### src/rtl/bhq_pkg.sv
// ----------------------------------------------------------------------------
// bhq_pkg
// Shared types and constants for the binary max-heap priority queue.
// ----------------------------------------------------------------------------
package bhq_pkg;

    localparam int CAPACITY  = 64;
    localparam int KEY_WIDTH = 32;
    localparam int ADDR_W    = $clog2(CAPACITY);
    localparam int CNT_W     = $clog2(CAPACITY + 1);
    localparam int CMP_W     = ADDR_W + 2;

    localparam logic ACT_INSERT  = 1'b0;
    localparam logic ACT_EXTRACT = 1'b1;

    typedef enum logic [1:0] {
        STATUS_OK    = 2'd0,
        STATUS_FULL  = 2'd1,
        STATUS_EMPTY = 2'd2
    } status_t;

    typedef struct packed {
        logic               action;
        logic signed [31:0] value;
    } in_item_t;

    typedef struct packed {
        logic signed [31:0] out_value;
        status_t            status;
        logic [6:0]         count;
    } out_item_t;

endpackage

### src/rtl/bhq_ram.sv
// ----------------------------------------------------------------------------
// bhq_ram
// Simple memory: one write port, two read ports, registered read data.
// ----------------------------------------------------------------------------
module bhq_ram #(
    parameter int DEPTH = 64,
    parameter int WIDTH = 32
) (
    input  logic                     aclk,
    input  logic                     wr_en,
    input  logic [$clog2(DEPTH)-1:0] wr_addr,
    input  logic [WIDTH-1:0]         wr_data,
    input  logic [$clog2(DEPTH)-1:0] rd_addr_a,
    input  logic [$clog2(DEPTH)-1:0] rd_addr_b,
    output logic [WIDTH-1:0]         rd_data_a,
    output logic [WIDTH-1:0]         rd_data_b
);

    logic [WIDTH-1:0] mem [DEPTH];

    always_ff @(posedge aclk) begin
        if (wr_en) begin
            mem[wr_addr] <= wr_data;
        end
        rd_data_a <= mem[rd_addr_a];
        rd_data_b <= mem[rd_addr_b];
    end

endmodule

### src/rtl/binary_max_heap_queue.sv
// ----------------------------------------------------------------------------
// binary_max_heap_queue
// Max-heap priority queue in one dual-read memory: insert sifts up,
// extract returns the root and sifts the last entry down.
//
//   channel  dir  ports                      payload
//   s_       in   s_valid, s_ready, s_data   action, value
//   m_       out  m_valid, m_ready, m_data   out_value, status, count
//
// One item at a time. Insert climbs and extract descends one level per
// step; each level costs one memory read and one write-back. Full or
// empty items skip the memory. Reset clears the state, the entry count
// and the output valid only. A waiting result does not block the next
// transfer in; a finished item holds until the output register is free.
// ----------------------------------------------------------------------------
module binary_max_heap_queue (
    input  logic                aclk,
    input  logic                aresetn,
    input  logic                s_valid,
    output logic                s_ready,
    input  bhq_pkg::in_item_t   s_data,
    output logic                m_valid,
    input  logic                m_ready,
    output bhq_pkg::out_item_t  m_data
);

    localparam int AW = bhq_pkg::ADDR_W;
    localparam int CW = bhq_pkg::CNT_W;
    localparam int MW = bhq_pkg::CMP_W;
    localparam int KW = bhq_pkg::KEY_WIDTH;

    typedef enum logic [6:0] {
        S_IDLE   = 7'b0000001,
        S_UP_RD  = 7'b0000010,
        S_UP_CMP = 7'b0000100,
        S_EX_LD  = 7'b0001000,
        S_DN_RD  = 7'b0010000,
        S_DN_CMP = 7'b0100000,
        S_HOLD   = 7'b1000000
    } state_t;

    state_t                  state_reg, state_next;
    logic [CW-1:0]           count_reg, count_next;
    logic [AW-1:0]           pos_reg, pos_next;
    logic signed [KW-1:0]    key_reg, key_next;
    logic signed [KW-1:0]    res_value_reg, res_value_next;
    bhq_pkg::status_t        res_status_reg, res_status_next;
    logic                    m_valid_reg, m_valid_next;
    bhq_pkg::out_item_t      m_data_reg, m_data_next;

    logic                    wr_en;
    logic [AW-1:0]           wr_addr;
    logic [KW-1:0]           wr_data;
    logic [AW-1:0]           rd_addr_a, rd_addr_b;
    logic [KW-1:0]           rd_data_a, rd_data_b;

    logic                    s_xfer;
    logic                    out_free;
    logic [AW-1:0]           parent;
    logic [MW-1:0]           left_idx, right_idx, n_ext;
    logic                    left_ok, right_ok, pick_right;
    logic signed [KW-1:0]    child_val;
    logic [AW-1:0]           child_idx;

    bhq_ram #(
        .DEPTH (bhq_pkg::CAPACITY),
        .WIDTH (KW)
    ) u_ram (
        .aclk      (aclk),
        .wr_en     (wr_en),
        .wr_addr   (wr_addr),
        .wr_data   (wr_data),
        .rd_addr_a (rd_addr_a),
        .rd_addr_b (rd_addr_b),
        .rd_data_a (rd_data_a),
        .rd_data_b (rd_data_b)
    );

    assign s_ready  = (state_reg == S_IDLE);
    assign s_xfer   = s_valid && s_ready;
    assign out_free = !m_valid_reg || m_ready;
    assign m_valid  = m_valid_reg;
    assign m_data   = m_data_reg;

    assign parent     = (pos_reg - AW'(1)) >> 1;
    assign left_idx   = {1'b0, pos_reg, 1'b1};
    assign right_idx  = left_idx + MW'(1);
    assign n_ext      = MW'(count_reg);
    assign left_ok    = left_idx < n_ext;
    assign right_ok   = right_idx < n_ext;
    assign pick_right = right_ok && ($signed(rd_data_b) > $signed(rd_data_a));
    assign child_val  = pick_right ? $signed(rd_data_b) : $signed(rd_data_a);
    assign child_idx  = pick_right ? right_idx[AW-1:0] : left_idx[AW-1:0];

    always_comb begin
        state_next      = state_reg;
        count_next      = count_reg;
        pos_next        = pos_reg;
        key_next        = key_reg;
        res_value_next  = res_value_reg;
        res_status_next = res_status_reg;
        m_valid_next    = m_valid_reg;
        m_data_next     = m_data_reg;
        wr_en           = 1'b0;
        wr_addr         = pos_reg;
        wr_data         = key_reg;
        rd_addr_a       = AW'(0);
        rd_addr_b       = AW'(count_reg - CW'(1));

        if (m_valid_reg && m_ready) begin
            m_valid_next = 1'b0;
        end

        unique case (state_reg)
            S_IDLE: begin
                if (s_xfer) begin
                    res_value_next  = '0;
                    res_status_next = bhq_pkg::STATUS_OK;
                    if (s_data.action == bhq_pkg::ACT_INSERT) begin
                        if (count_reg >= CW'(bhq_pkg::CAPACITY)) begin
                            res_status_next = bhq_pkg::STATUS_FULL;
                            state_next      = S_HOLD;
                        end else begin
                            pos_next   = count_reg[AW-1:0];
                            key_next   = s_data.value;
                            count_next = count_reg + CW'(1);
                            state_next = S_UP_RD;
                        end
                    end else begin
                        if (count_reg == '0) begin
                            res_status_next = bhq_pkg::STATUS_EMPTY;
                            state_next      = S_HOLD;
                        end else begin
                            count_next = count_reg - CW'(1);
                            state_next = S_EX_LD;
                        end
                    end
                end
            end
            S_UP_RD: begin
                rd_addr_a = parent;
                if (pos_reg == '0) begin
                    wr_en      = 1'b1;
                    state_next = S_HOLD;
                end else begin
                    state_next = S_UP_CMP;
                end
            end
            S_UP_CMP: begin
                if ($signed(rd_data_a) < key_reg) begin
                    wr_en      = 1'b1;
                    wr_data    = rd_data_a;
                    pos_next   = parent;
                    state_next = S_UP_RD;
                end else begin
                    wr_en      = 1'b1;
                    state_next = S_HOLD;
                end
            end
            S_EX_LD: begin
                res_value_next = $signed(rd_data_a);
                key_next       = $signed(rd_data_b);
                pos_next       = '0;
                state_next     = S_DN_RD;
            end
            S_DN_RD: begin
                rd_addr_a = left_idx[AW-1:0];
                rd_addr_b = right_idx[AW-1:0];
                if (left_ok) begin
                    state_next = S_DN_CMP;
                end else begin
                    wr_en      = 1'b1;
                    state_next = S_HOLD;
                end
            end
            S_DN_CMP: begin
                wr_en = 1'b1;
                if (child_val > key_reg) begin
                    wr_data    = child_val;
                    pos_next   = child_idx;
                    state_next = S_DN_RD;
                end else begin
                    state_next = S_HOLD;
                end
            end
            S_HOLD: begin
                if (out_free) begin
                    m_valid_next          = 1'b1;
                    m_data_next.out_value = res_value_reg;
                    m_data_next.status    = res_status_reg;
                    m_data_next.count     = 7'(count_reg);
                    state_next            = S_IDLE;
                end
            end
            default: begin
                state_next = S_IDLE;
            end
        endcase
    end

    always_ff @(posedge aclk) begin
        if (!aresetn) begin
            state_reg   <= S_IDLE;
            count_reg   <= '0;
            m_valid_reg <= 1'b0;
        end else begin
            state_reg   <= state_next;
            count_reg   <= count_next;
            m_valid_reg <= m_valid_next;
        end
    end

    always_ff @(posedge aclk) begin
        pos_reg        <= pos_next;
        key_reg        <= key_next;
        res_value_reg  <= res_value_next;
        res_status_reg <= res_status_next;
        m_data_reg     <= m_data_next;
    end

endmodule

### config.mk
export PLATFORM = sky130hd
export DESIGN_NAME = binary_max_heap_queue
export DESIGN_NICKNAME = d
export VERILOG_FILES = /design/src/rtl/bhq_pkg.sv /design/src/rtl/bhq_ram.sv /design/src/rtl/binary_max_heap_queue.sv
export SDC_FILE = /design/constraint.sdc
export NUM_CORES = 2
export LEC_CHECK = 0
export BUFFER_PORTS_ARGS = -buffer_cell sky130_fd_sc_hd__clkbuf_2
export CORE_ASPECT_RATIO = 2
export CORE_MARGIN = 2
export CORE_UTILIZATION = 35
export DETAILED_ROUTE_END_ITERATION = 16
export PLACE_DENSITY = 0.59
export SLEW_MARGIN = 5
export SYNTH_ARGS = -nofsm -noshare
export SYNTH_HDL_FRONTEND = slang
export SYNTH_SLANG_ARGS = --single-unit
### constraint.sdc
create_clock -name aclk -period 13.3 [get_ports aclk]
set_input_delay 1.995 -clock aclk [delete_from_list [all_inputs] [get_ports aclk]]
set_output_delay 1.995 -clock aclk [all_outputs]
set_load 0.005 [all_outputs]
; ---- After elaboration in Yosys (flattened, before gate mapping)
; Memory sizes are Yosys's and may differ from the RTL's. A register that Yosys moved wholly into a read port is not among the register bits.
; Cells that the tools add are included.
[word_totals]
register_bits = 128
ram_bits = 2048
input_bits = 37
out_inout_bits = 43
wordCells = 96
memories = 1
[memory_table]
columns = name, words, word_bits, read_ports, rd_clocked_by_memory_dff, wr, line_no
row1 = u_ram.mem, 64, 32, 2, 2, 1, bhq_ram.sv:19  ; logic [WIDTH-1:0] mem [DEPTH];
[classes]
addsub = 4
order_cmp = 6
eq_ne = 15
mux = 43
reduce_logical = 17
[ops]
columns = op, n
row1 = 32-bit two-way mux, 7
row2 = 32-bit case mux with 2 select lines, 3
row3 = 7-bit two-way mux, 12
row4 = 32-bit > comparator, 2
row5 = 7-bit case mux with 7 select lines, 1
row6 = 6-bit two-way mux, 7
row7 = 32-bit less-than comparator, 1
row8 = 6-bit case mux with 4 select lines, 1
row9 = "2-bit != test, second input constant", 7
row10 = 6-bit case mux with 2 select lines, 1
row11 = "7-bit by 1-bit adder with 8-bit output, second input constant", 1
row12 = 8-bit by 7-bit less-than comparator with 1-bit output, 1
row13 = 1-bit two-way mux, 8
row14 = 2-bit AND reduction, 4
row15 = 4-bit AND reduction, 2
row16 = "7-bit by 1-bit adder with 7-bit output, second input constant", 1
row17 = "7-bit by 1-bit == test with 1-bit output, second input constant", 1
row18 = "7-bit by 2-bit == test with 1-bit output, second input constant", 1
row19 = "7-bit by 3-bit == test with 1-bit output, second input constant", 1
row20 = "7-bit by 4-bit == test with 1-bit output, second input constant", 1
row21 = "7-bit by 5-bit == test with 1-bit output, second input constant", 1
row22 = "7-bit by 6-bit == test with 1-bit output, second input constant", 1
row23 = "7-bit == test, second input constant", 1
row24 = "7-bit greater-or-equal comparator, second input constant", 1
row25 = 15 further kinds, 18

; ---- Depth between registers and ports, before layout
[logic_depth]
word_depth = 7
ltp_mapped = 25
depth_no_buf = 21

; ---- Hierarchy
; Synthesis repeated with hierarchy kept, for this count alone.
[hier_totals]
hier_cells = 5363
area_unflattened_um2 = 104669.1
[modules_own_cells]
columns = mod, instances, cells_per_inst, area_each_um2, seq_area_each_um2
row1 = bhq_ram, 1, 4412, 95660.5, 62780.2
row2 = binary_max_heap_queue, 1, 951, 9008.6, 3693.5

; ---- Worst setup path before layout
; OpenSTA, ideal clock, no wires.
[synth_path]
path_type = flip-flop to flip-flop
start = reg pos_reg[1]
end = mem u_ram.mem[0][10], data pin
setup_time_ns = 0.567
t_arrival_ns = 6.568
required_ns = 12.733
setup_slack_ns = 6.165
stages_incl_launch_ff = 24
n_path_buf = 3
synth_period_minus_slack_ns = 7.135
path_cell_list = edfxtp_1 -> inv_1 -> nor3_2 -> nand3_1 -> xnor2_1 -> ha_1 -> a21oi_1 -> nand2_1 -> a31oi_1 -> nand3b_1 -> mux2i_1 -> clkbuf_1 -> clkbuf_1 -> o21ai_0 -> ha_1 -> nand4_1 -> nor4_1 -> nor2b_1 -> a211oi_1 -> and4_1 -> o21ai_0 -> nand2_1 -> clkbuf_1 -> o221ai_1
[synth_via]
elab_chain_cells = 7
[synth_rtl]
columns = item, line_no
row1 = from (decl), binary_max_heap_queue.sv:44  ; logic [AW-1:0] pos_reg, pos_next;
row2 = from (signal assigned), binary_max_heap_queue.sv:214  ; pos_reg <= pos_next;
row3 = 7-bit by 1-bit adder with 8-bit output (*), binary_max_heap_queue.sv:87  ; assign right_idx = left_idx + MW'(1);
row4 = 8-bit by 7-bit less-than comparator with 1-bit output (*), binary_max_heap_queue.sv:90  ; assign right_ok = right_idx < n_ext;
row5 = 1-bit logical AND (*), binary_max_heap_queue.sv:91  ; assign pick_right = right_ok && ($signed(rd_data_b) > $signed(rd_data_a));
row6 = 32-bit two-way mux (*), binary_max_heap_queue.sv:92  ; assign child_val = pick_right ? $signed(rd_data_b) : $signed(rd_data_a);
row7 = 32-bit > comparator, binary_max_heap_queue.sv:178  ; if (child_val > key_reg) begin
row8 = 32-bit two-way mux (*), binary_max_heap_queue.sv:178
row9 = 32-bit case mux with 2 select lines (*), binary_max_heap_queue.sv:114  ; unique case (state_reg)
row10 = via u_ram.wr_data[10], bhq_ram.sv:12  ; input logic [WIDTH-1:0] wr_data,
row11 = to (decl), bhq_ram.sv:19
; Mark *: on every way through the listed nets, which the timed path passes. The rest lies on a longest branch.

; ---- Worst setup path after layout
[layout_path]
start = reg pos_reg[0]
end = mem u_ram.mem[55][22], data pin
; Same word-level chain as after synthesis.

==> key figures <==
STA
  • Layout Skew: 0.0637 ns
  • Worst-Margin Slew: 1.26 ns
  • Slew HR: between 15 and 20%
  • # setup viols final: 0
  • Unrepaired setup endpoints after global routing: false
  • Fin. Hold Viols: 0
  • Final worst-path cycle share: 66.2%
  • Setup ws final: 4.49 ns
  • Final Critical Period: 8.81 ns
  • Setup TNS: 0 ns
  • Max-slew violation count: 0
  • Fmax: 114 MHz

Yosys
  • Most used DFF post-synth: edfxtp_1
  • Async SR Flop Fraction: 0%
  • Mean Syn Cell Area: 13.7 um^2
  • Sequential area share after synthesis: 61.5%
  • Synthesized area: 108,000 um^2
  • Syn_nets: 8,034
  • Synthesized flop and latch total: 2,240
  • Syn. warnings: 0
  • Post-Syn Instances: roughly 7.9k
  • Yosys cell types: 68
  • Post-synth EDFFs: 2,161

Place
  • Setup slack at placement: 4.50 ns
  • PortBufs: 79
  • RD Place Congestion: 0.888
  • Dpl hpwl: 231,000 um
  • Placed Cells: 11.6k
  • Cell Area, Placed: around 110,000 um^2

Global routing
  • Gr ovfl total: 0
  • Antenna violations before repair: 37
  • First-pass GRT wire length: ~550,000 um
  • Pin count of the biggest net entering global routing: 199
  • Tot GR Track Use: roughly a quarter
  • Vias in the first global route: 74.2k

Layout
  • Area grow syn2layout: 10.9%
  • Fillers: 28.2k
  • Fin cells: ~12k
  • Post-route cell area: 120,000 um^2
  • Layout cells sized above 1: 15.8%
  • Final Net Count: 7,880
  • Max reg flops: between 2k and 2.5k
  • Final Util: 39.0%

Clock tree
  • # Post-CTS Setup Buffers: 0
  • Clock Tree Buf Depth: 4
  • H-tree lvl count: 4
  • Number of hold buffers added after CTS: 0
  • Clk slew on worst S/H paths: 0.07 ns
  • Clk Latency, worst-skew pair: 0.88 ns
  • CTS buffer count: 193
  • Cts repair resizes: 0
  • CTS tree: built
  • Clock Sinks: about 2.2k
  • Clock Root Buffer: clkbuf_16

Critical path
  • Slowest stage delay, CP: 0.77 ns
  • CP Class: reg2reg
  • Worst endpoint required time: 13.83 ns
  • Critical path depth in cells: 20
  • CP max FO: 64
  • Critical Path Start Type: flop
  • Worst-path cell chain: inv_1 -> ha_1 -> ha_1 -> o21a_1 -> o211ai_1 -> a21o_1 -> nand3b_1 -> mux2i_4 -> buf_4 -> mux2_2 -> ha_1 -> nand4_1 -> nor4_1 -> nor2b_1 -> a211oi_1 -> and4_1 -> o21ai_0 -> nand2_4 -> o221ai_4 -> buf_4
  • Cells on worst reg2reg path: 20
  • CP delay by family, top: simple AND/OR/NAND/NOR gates
  • Arrival time at the worst endpoint: about 9.3 ns
  • Slowest CP cell: ha_1
  • CP Capture Type: flop
  • Worst Path Buf+Inv: 3
  • Top cell by count, worst path: ha_1

Outcome
  • Status: complete, no violations

Floorplanning
  • Rows: 288
  • Core area: 307,000 um^2
  • Initial cell density of the core: 35.2%
  • Die Y: 790 um
  • Die width: 397 um
  • Total die area: 314,000 um^2
  • Number of I/O pins: 80

Drt
  • Pre-Repair DR Iteration Count: 8
  • ANT nets after route: 0
  • DRC: 0
  • Vias/cell: between 6 and 7
  • Drt wl/cell: around 33 um
  • Total number of vias: 75.0k
  • Drt initial violations: around 9k
  • WL final: just under 400,000 um

Power
  • Leakage power figure: 38.2 nW
  • Peak VDD IR: approximately 0.00023 V
  • Power Density: 193 nW/um^2

Flow run
  • MaxCap Viol Count: 0

Worst hold path
  • Cell depth of the worst min-delay path: 0
  • Worst min path class: reg2reg
-- where the power goes --
| part | switching [mW] | internal, mW |
|---|---|---|
| registers | 0.155 | 8.20 |
| logic | 5.94 | 3.09 |
| clock network | 2.68 | 3.07 |
| total | 8.77 | 14.4 |
-- per-layer routing --
| metal | vias up | GRT usage [%] | share of wire (%) |
|---|---|---|---|
| li1 | 30500 | - | - |
| met1 | 38800 | 27.0 | 33 |
| met2 | 4392 | 42.4 | 51 |
| met3 | 1236 | 3.58 | 8.1 |
| met4 | 16 | 16.7 | 7.8 |
| met5 | - | 0 | 0.028 |
-- metrics by stage --
step                hold WS (ns)  total power [mW]
CTS                        0.420              23.1
global route               0.431              23.7
global placement           0.401              17.4
floorplan                  0.400              14.0
detailed placement         0.405              17.4
finish                     0.422              23.1
-- worst register-to-register path, stage by stage (launching register included) --
cell and delay [ns]:
edfxtp_1 0.73, inv_1 0.39, ha_1 0.77, ha_1 0.35, o21a_1 0.11, o211ai_1 0.16
a21o_1 0.35, nand3b_1 0.20, mux2i_4 0.18, buf_4 0.45, mux2_2 0.42, ha_1 0.32
nand4_1 0.17, nor4_1 0.76, nor2b_1 0.22, a211oi_1 0.11, and4_1 0.26, o21ai_0 0.61
nand2_4 0.75, o221ai_4 0.52, buf_4 0.55
-- layout make-up --
| cell class | instances | area (um^2) | share of cell area (%) |
|---|---|---|---|
| Timing Repair Buffer | 285 | 2180 | 1.82 |
| Tap cell | 4060 | 5080 | 4.23 |
| Multi-Input combinational cell | 4920 | 39800 | 33.2 |
| Antenna cell | 18 | 45.0 | 0.0375 |
| Sequential cell | 2240 | 66500 | 55.4 |
| Inverter | 90 | 338 | 0.282 |
| Clock buffer | 227 | 5080 | 4.24 |
| Clock inverter | 112 | 1010 | 0.840 |
-- cells by family after synthesis --
| logic type | after synthesis | share of synthesized area (%) |
|---|---|---|
| xor+xnor | 17 | 0.138 |
| compound gates | 968 | 7.43 |
| simple gates | 2880 | 12.0 |
| flops | 2240 | 61.5 |
| fa+ha+maj | 113 | 1.31 |
| mux | 942 | 14.7 |
| buf+inv | 724 | 3.03 |
-- worst paths after layout --
path               startpoint  slack (ns)                 to
max                pos_reg[0]        4.49  u_ram.mem[55][22]
min          res_value_reg[1]        0.42         m_data[10]
min reg2reg  res_value_reg[1]        0.42         m_data[10]
max reg2reg        pos_reg[0]        4.49  u_ram.mem[55][22]
-- cells in the final DEF, fill, tap and decap left out, types with 8 or more instances in the layout --
cell	instances
nand3_1	708
a311oi_1	128
diode_2	18
o21ai_0	51
clkbuf_16	199
o221ai_4	30
edfxtp_1	2161
xnor2_1	12
nor3_1	14
and2_1	33
nand2_1	1618
nand4_1	52
nor2b_1	265
nor2_4	68
a21oi_1	49
nor2_1	38
clkinv_1	43
clkbuf_1	28
a31oi_1	8
mux2_2	33
a311o_1	256
buf_4	187
buf_12	19
clkbuf_2	79
clkinv_2	31
nor4_1	9
a211oi_1	263
inv_1	89
dfxtp_1	79
a32oi_1	124
and4_1	35
inv_6	11
bufinv_16	17
mux4_2	511
mux2i_1	392
ha_1	113
-- cell usage after synthesis (52+ instances only) --
cell type,instances,area [um^2]
inv_1,89,334
mux4_2,511,11500
nor2_1,105,394
a32oi_1,124,1090
buf_2,158,791
nand2_1,1621,6080
a311o_1,256,2560
clkbuf_1,368,1380
dfxtp_1,79,1580
ha_1,113,1410
edfxtp_1,2161,64900
nor2b_1,266,1660
mux2i_1,396,3960
nand4_1,52,325
nand3_1,708,3540
a311oi_1,128,1120
a211oi_1,263,1970
Note: power is estimated with default switching activity, not from simulation.
